## src/design/assert_macros.svh

```systemverilog
// ----------------------------------------------------------------------------
// Assertion macros
// Shared wrappers for the concurrent checks of the LET permeability block.
// ----------------------------------------------------------------------------
`ifndef ASSERT_MACROS_SVH
`define ASSERT_MACROS_SVH

// Clocked check that is switched off while reset is asserted.
`define LRP_ASSERT(label, prop, msg) \
  label: assert property (@(posedge clk) disable iff (!rst_n) prop) \
    else $error(msg);

// Clocked check that also holds across reset.
`define LRP_ASSERT_RST(label, prop, msg) \
  label: assert property (@(posedge clk) prop) else $error(msg);

`endif

```

## src/design/lrp_div.sv

```systemverilog
// ----------------------------------------------------------------------------
// Pipelined restoring divider
// One quotient bit per stage, several lanes sharing one valid and sideband.
// The first stage compares without shifting, so the partial remainder must
// start below twice the divisor; later stages shift in zeros.
// ----------------------------------------------------------------------------
module lrp_div #(
  parameter int LANES = 1,
  parameter int DW    = 17,
  parameter int QW    = 17,
  parameter int SB_W  = 2
) (
  input  logic                      clk,
  input  logic                      rst_n,
  input  logic                      en,
  input  logic                      in_vld,
  input  logic [SB_W-1:0]           in_sb,
  input  logic [LANES-1:0][DW-1:0]  in_rem,
  input  logic [LANES-1:0][DW-1:0]  in_div,
  output logic                      out_vld,
  output logic [SB_W-1:0]           out_sb,
  output logic [LANES-1:0][QW-1:0]  out_q
);

  logic [QW:0]                vld_r;
  logic [SB_W-1:0]            sb_r   [QW+1];
  logic [LANES-1:0][DW-1:0]   rem_r  [QW];
  logic [LANES-1:0][DW-1:0]   div_r  [QW];
  logic [LANES-1:0][QW-1:0]   q_r    [QW];
  logic [LANES-1:0][DW-1:0]   rem_nxt[QW];
  logic [LANES-1:0][QW-1:0]   q_nxt  [QW];

  // One compare and subtract per stage and lane.
  always_comb begin
    logic [DW:0]   cand;
    logic [QW-1:0] prev;
    for (int s = 0; s < QW; s++) begin
      for (int l = 0; l < LANES; l++) begin
        if (s == 0) begin
          cand = {1'b0, rem_r[s][l]};
          prev = '0;
        end else begin
          cand = {rem_r[s][l], 1'b0};
          prev = q_r[s-1][l];
        end
        if (cand >= {1'b0, div_r[s][l]}) begin
          rem_nxt[s][l] = DW'(cand - {1'b0, div_r[s][l]});
          q_nxt[s][l]   = {prev[QW-2:0], 1'b1};
        end else begin
          rem_nxt[s][l] = cand[DW-1:0];
          q_nxt[s][l]   = {prev[QW-2:0], 1'b0};
        end
      end
    end
  end

  // Stage payload.
  always_ff @(posedge clk) begin
    if (en) begin
      rem_r[0] <= in_rem;
      div_r[0] <= in_div;
      sb_r[0]  <= in_sb;
      for (int s = 0; s < QW; s++) begin
        q_r[s]    <= q_nxt[s];
        sb_r[s+1] <= sb_r[s];
      end
      for (int s = 0; s < QW - 1; s++) begin
        rem_r[s+1] <= rem_nxt[s];
        div_r[s+1] <= div_r[s];
      end
    end
  end

  // Valid bits travel with the payload.
  always_ff @(posedge clk) begin
    if (!rst_n) begin
      vld_r <= '0;
    end else if (en) begin
      vld_r <= {vld_r[QW-1:0], in_vld};
    end
  end

  assign out_vld = vld_r[QW];
  assign out_sb  = sb_r[QW];
  assign out_q   = q_r[QW-1];

endmodule

```

## config.mk

```make
export PLATFORM = sky130hd
export DESIGN_NAME = lrp_div
export DESIGN_NICKNAME = d
export VERILOG_FILES = /design/src/design/assert_macros.svh /design/src/design/lrp_div.sv
export SDC_FILE = /design/constraint.sdc
export NUM_CORES = 1
export LEC_CHECK = 0
export CORE_MARGIN = 4
export CORE_UTILIZATION = 38
export CTS_CLUSTER_SIZE = 10
export DETAILED_ROUTE_END_ITERATION = 6
export DONT_BUFFER_PORTS = 1
export GPL_TIMING_DRIVEN = 0
export PLACE_DENSITY = 0.55
export SLEW_MARGIN = 10
export SYNTH_ARGS = -nofsm -noshare
export SYNTH_HDL_FRONTEND = slang
export SYNTH_SLANG_ARGS = --single-unit
```

## constraint.sdc

```tcl
create_clock -name clk -period 6.4 [get_ports clk]
set_clock_uncertainty 0.15 [all_clocks]
set_input_delay 1.28 -clock clk [delete_from_list [all_inputs] [get_ports clk]]
set_output_delay 1.28 -clock clk [all_outputs]
set_load 0.02 [all_outputs]
```

==> results.json, run 1 <==
{
  "status": "finished, final reports clean",
  "firstDrtPassIters": 5,
  "fin_cells": 4725,
  "hold_depth": 0,
  "period_share_pct": 66.8,
  "finalHoldViolations": 0,
  "place_inst": 4579,
  "ys.flop_type": "edfxtp_1",
  "syn_inst": 3199,
  "cts_buffers": 94,
  "cts_tree": "yes",
  "design_area_um2": 44600,
  "place_area_um2": 41700,
  "p_leak_nw": 17.7,
  "areaGrowthSynthToFinish_pct": 11.4,
  "cts-root-buf": "clkbuf_16",
  "antenna_found_initial": 0,
  "total_power_mw": 20.8,
  "start_util_pct": 38.4,
  "pre_cts_slack_ps": 2090,
  "path_class": "flop to flop",
  "synth_top_area_cell": "edfxtp_1",
  "layout_setup_ws_ps": 2120,
  "globalplace.congestion": 0.871,
  "post_cts_resized": 0,
  "drt-total-wl_um": 74200,
  "synthArstFlopShare_pct": 0,
  "fillers": 9592,
  "fmax_mhz": 234,
  "clock_path_buffers": 3,
  "drt-vias-per-instance": 4.99,
  "ys_warn_count": 0,
  "drive_gt1_share_pct": 8.40,
  "finalSetupViolCount": 0,
  "drv_cap": 0,
  "ios": 60,
  "row_count": 118,
  "synthesis.area_um2": 40000,
  "grt_pass1_vias": 24600,
  "gr-total-overflow": 0,
  "io_buffer_count": 0,
  "worst_slew_pin_slew_ps": 1210,
  "rsz0062_at_grt": "no",
  "ys_ff_latch": 785,
  "clkTransAtPathRegs_ps": 60,
  "startpoint_type": "flop",
  "postCtsSetupRepairBufs": 0,
  "grt_max_degree": 769,
  "worst_r2r_path_depth": 9,
  "vias": 23600,
  "reg2reg_from": "rem_r[0][222]",
  "worst-path-max-fanout": 10,
  "ys_seq_area_share_pct": 58.5,
  "drv_slew": 0,
  "ant_nets": 0,
  "min_period_ps": 4280,
  "wire_per_inst_um": 15.7,
  "powerDensity_nw_per_um2": 468,
  "peakVddDrop_mv": 0.259,
  "end_kind": "flop",
  "min_path_type": "flop to flop",
  "syn-num-nets": 3543,
  "die_y_um": 332,
  "setup_tns_ps": 0,
  "min-delay-start": "q_r[0][190]",
  "hpwl_um": 53000,
  "crit_start": "rem_r[0][222]",
  "holdBufCountCts": 0,
  "drtIter0Drc": 933,
  "synth.area.top_cells": "edfxtp_1 (58%), ha_1 (9.0%), inv_1 (3.2%)",
  "cts_htree_levels": 3,
  "maxSlewHeadroom_pct": 18.5,
  "dieArea_um2": 111000,
  "crit_required_ps": 6650,
  "ys_types": 81,
  "diodes": 0,
  "yosysTopAreaCellShare_pct": 57.6,
  "synth_edf_count": 767,
  "critPathArrivalTime_ps": 4530,
  "syn_avg_cell_area_um2": 12.5,
  "die_w_um": 332,
  "cts_sinks": 785,
  "gr-usage-all-layers_pct": 13.2,
  "grt_pass1_wl_um": 119000,
  "coreArea_um2": 104000,
  "fin_nets": 3643,
  "insertion_delay_ps": 670,
  "drc": 0
}
## report_power, final
group	total (mW)	internal (mW)	switching (mW)
logic	8.23	3.75	4.48
clock network	4.74	2.74	2.00
registers	7.87	7.34	0.532
total	20.8	13.8	7.02
## routing by layer
| metal | GRT usage [%] | routed length [µm] |
|---|---|---|
| met1 | 11.2 | 24300 |
| met2 | 27.7 | 43400 |
| met3 | 2.22 | 2220 |
| met4 | 7.64 | 4220 |
| met5 | 0 | 0 |
## final cells by class
cell class	count	area [µm²]	share of cell area (%)
tap	1380	1730	3.87
inverter	344	1290	2.90
clock inverter	24	250	0.562
buffer	45	213	0.477
multi-input combinational	2025	15100	33.9
sequential	785	23400	52.5
clock buffer	118	2460	5.53
timing repair buffer	4	110	0.247
## Yosys cell counts (31+ instances only)
library cell,number
nand4_1,31
mux2_2,113
xor2_1,81
o21ai_0,188
ha_1,288
o21a_1,39
nor3_1,47
nor2_1,158
inv_1,343
xnor2_1,127
nor2b_1,69
nand3_1,35
edfxtp_1,767
nand2b_1,41
a21o_1,102
nand2_1,190
a21oi_1,203
## logic make-up after synthesis
kind of cell,synth area share (%)
AO/OA/AOI/OAI,11.4
XOR/XNOR,4.55
buffers and inverters,3.76
adder cells (fa/ha/maj),9.81
flip-flops,58.5
multiplexers,4.41
AND/OR/NAND/NOR,7.62
## state kept, by name, indices dropped and copies added (netlist names)
| register | count |
|---|---|
| vld_r | 18 |
| div_r | 289 |
| sb_r | 36 |
| q_r | 153 |
| rem_r | 289 |
## metrics by stage
stage	utilization (%)	hold WS, ps
after detailed placement	40.1	255
after global placement	40.1	250
after floorplan	-	250
after CTS	42.7	262
final	42.8	262
after global routing	42.8	270
## placed cells by master, fill, tap and decap left out, types with 81 or more instances in the layout
cell and instances:
nor2_1 158, xor2_1 81, o21ai_0 188, ha_1 288, a21oi_1 203, nand2_1 190
xnor2_1 127, mux2_2 113, edfxtp_1 767, inv_1 343, a21o_1 102, clkbuf_16 95
## final timing paths
kind | to | slack (ps)
max reg2reg | rem_r[0][248] | 2120
max | rem_r[0][248] | 2120
min | q_r[0][208] | 260
min reg2reg | q_r[0][208] | 260
## worst max-delay path: stages, from the launching register on
cell,delay [ps]
edfxtp_1,400
ha_1,380
nor2b_1,190
o31a_1,290
o41a_1,370
o21ai_0,400
a31oi_1,160
nor3_1,880
buf_2,410
mux2_2,360
Note: power is estimated with default switching activity, not from simulation.
==> run 2, diff against run 1 <==
--- a/config.mk
+++ b/config.mk
@@ -11,7 +11,7 @@
 export DETAILED_ROUTE_END_ITERATION = 6
 export DONT_BUFFER_PORTS = 1
 export GPL_TIMING_DRIVEN = 0
-export PLACE_DENSITY = 0.55
+export PLACE_DENSITY = 0.57
 export SLEW_MARGIN = 10
 export SYNTH_ARGS = -nofsm -noshare
 export SYNTH_HDL_FRONTEND = slang
==> constraint.sdc (replaced) <==
create_clock -name clk -period 3.6 [get_ports clk]
set_clock_uncertainty 0.15 [all_clocks]
set_input_delay 0.72 -clock clk [delete_from_list [all_inputs] [get_ports clk]]
set_output_delay 0.72 -clock clk [all_outputs]
set_load 0.02 [all_outputs]
==> run 2 against run 1 <==
Effect of this change:
- fmax rose by 21%
- die area did not move
- clock power rose by 84%
- flip-flop and latch count did not move
- utilization rose by 0.81 points
- clock-buffer cell count rose by 8
- worst setup slack got worse by 2000 ps
- first-iteration DRC count fell by 7.9%
- wire length rose by 0.56%
- critical endpoint is now rem_r[0][127]
- largest power group unchanged
- highest routed layer unchanged
==> results.json, run 2 (same netlist as run 1, synthesis figures left out) <==
{
  "status": "finished, final reports clean",
  "cts_buffers": 95,
  "path_cells": "fa_1 -> nor2b_1 -> o21ai_1 -> a21boi_1 -> nor3_1 -> o31ai_4 -> o21a_1 -> o2111ai_2 -> nand2_2 -> buf_6 -> mux2_2",
  "fillers": 9430,
  "hpwl_um": 51700,
  "ios": 60,
  "fin_nets": 3697,
  "min_to": "vld_r[0]",
  "insertion_delay_ps": 660,
  "maxSlewHeadroom_pct": 24.9,
  "fmax_mhz": 284,
  "crit_start": "div_r[3][0]",
  "cts-root-buf": "clkbuf_16",
  "clock_path_buffers": 3,
  "p_seq_share_pct": 36.9,
  "reg2reg_from": "div_r[3][0]",
  "pwr-share-clk_pct": 23.0,
  "grt_pass1_wl_um": 121000,
  "period_share_pct": 98.0,
  "drv_slew": 0,
  "coreArea_um2": 104000,
  "ff2ff_setup_slack_ps": 70,
  "sw_frac_of_total_pct": 33.5,
  "firstDrtPassIters": 5,
  "grt_max_degree": 769,
  "finalHoldViolations": 0,
  "row_count": 118,
  "crit_required_ps": 3850,
  "globalplace.congestion": 0.869,
  "vias": 24000,
  "crit_buf_inv": 1,
  "drt-total-wl_um": 74600,
  "io_buffer_count": 0,
  "path_class": "flop to flop",
  "worst-path-max-fanout": 10,
  "end_kind": "flop",
  "worst_r2r_path_depth": 11,
  "min_period_ps": 3530,
  "final_cell_mix": "edfxtp_1 (767), inv_1 (343), ha_1 (286), a21oi_1 (200), nand2_1 (188)",
  "mostFrequentLayoutCell": "edfxtp_1",
  "slowest_stage": "edfxtp_1",
  "place_area_um2": 41700,
  "diodes": 0,
  "total_power_mw": 37.9,
  "pwr-share-comb_pct": 40.0,
  "pre_cts_slack_ps": -666,
  "powerDensity_nw_per_um2": 834,
  "drc": 0,
  "grt_pass1_vias": 25100,
  "gr-usage-all-layers_pct": 13.3,
  "path_delay_family": "compound AO/OA/AOI/OAI gates",
  "reg_top3": "div_r (289), rem_r (289), q_r (153)",
  "place_inst": 4579,
  "start_util_pct": 38.4,
  "die_y_um": 332,
  "min-delay-start": "rst_n",
  "die_w_um": 332,
  "design_area_um2": 45400,
  "drive_gt1_share_pct": 10.0,
  "layout_setup_ws_ps": 72.8,
  "worst_slew_pin_slew_ps": 1130,
  "clkTransAtPathRegs_ps": 60,
  "wire_per_inst_um": 15.6,
  "worst_path_largest_cell_delay_ps": 460,
  "p_int_mw": 25.2,
  "drtIter0Drc": 859,
  "fin_cells": 4785,
  "rsz0062_at_grt": "no",
  "cts_sinks": 785,
  "utilization_pct": 43.6,
  "r2r_end": "rem_r[0][127]",
  "p_leak_nw": 18.1,
  "cts_tree": "yes",
  "cts_htree_levels": 3,
  "drv_cap": 0,
  "min_path_type": "input port to flop",
  "ant_nets": 0,
  "dieArea_um2": 111000,
  "gr-total-overflow": 0,
  "hold_depth": 1,
  "startpoint_type": "flop",
  "antenna_found_initial": 0,
  "switchingPower_mw": 12.7,
  "areaGrowthSynthToFinish_pct": 13.5,
  "critPathArrivalTime_ps": 3780,
  "finalSetupViolCount": 0,
  "peakVddDrop_mv": 0.467,
  "drt-vias-per-instance": 5.02
}
-- run 2: changes by cell type in the layout (fill, tap and decap cells not counted), sizes merged --
cell | before | now
dlygate4sd3 | 0 | 37
buf | 21 | 33
clkbuf | 146 | 158
clkinv | 21 | 16
bufinv | 1 | 3
inv | 346 | 348
-- run 2: area by class of cell --
cell class	instances	area, µm²	area share (%)
Multi-Input combinational cell	2025	15300	33.7
Clock buffer	126	2560	5.65
Clock inverter	23	243	0.535
Inverter	344	1290	2.84
Sequential cell	785	23400	51.5
Timing Repair Buffer	57	617	1.36
Tap cell	1380	1730	3.80
Buffer	45	258	0.568
-- run 2: what timing repair did --
item	CTS	global route
endpoints found under the setup margin	184	132
hold buffers	37	0
resized for setup	27	44
pin swaps	9	6
hold endpoints to repair	43	0
setup buffers	12	4
-- run 2: per-layer routing --
| metal | vias to the layer above | global-route usage (%) | routed length [µm] |
|---|---|---|---|
| met5 | - | 0 | 0 |
| met4 | 0 | 7.11 | 4030 |
| met3 | 213 | 2.38 | 2100 |
| met2 | 369 | 27.9 | 43800 |
| met1 | 11400 | 11.6 | 24700 |
| li1 | 12000 | - | - |
-- run 2: worst max path at each step --
| stage | endpoint | slack, ps | depth (start not counted) |
|---|---|---|---|
| final | rem_r[0][127] | 70 | 11 |
| after global routing | rem_r[0][127] | 5 | 11 |
| after CTS | rem_r[0][180] | 8 | 11 |
| after detailed placement | rem_r[0][248] | -670 | 10 |
| after global placement | rem_r[0][248] | -690 | 10 |
| after floorplan | rem_r[0][60] | 410 | 11 |
-- run 2: power groups by stage --
stage,Combinational [mW],Sequential [mW],Clock [mW]
3_5_place_dp,14.4,14.1,0
3_3_place_gp,14.3,14.1,0
2_1_floorplan,11.5,13.8,0
5_1_grt,16.9,14.2,9.45
6_report,15.2,14.0,8.73
4_1_cts,14.9,14.0,9.07
-- run 2: per-stage QoR --
stage | hold slack, ps | TNS, ps
2_1_floorplan | 250 | 0
3_3_place_gp | 250 | -52930
3_5_place_dp | 255 | -52200
4_1_cts | 10.4 | 0
5_1_grt | 29.0 | 0
6_report | 74.9 | 0
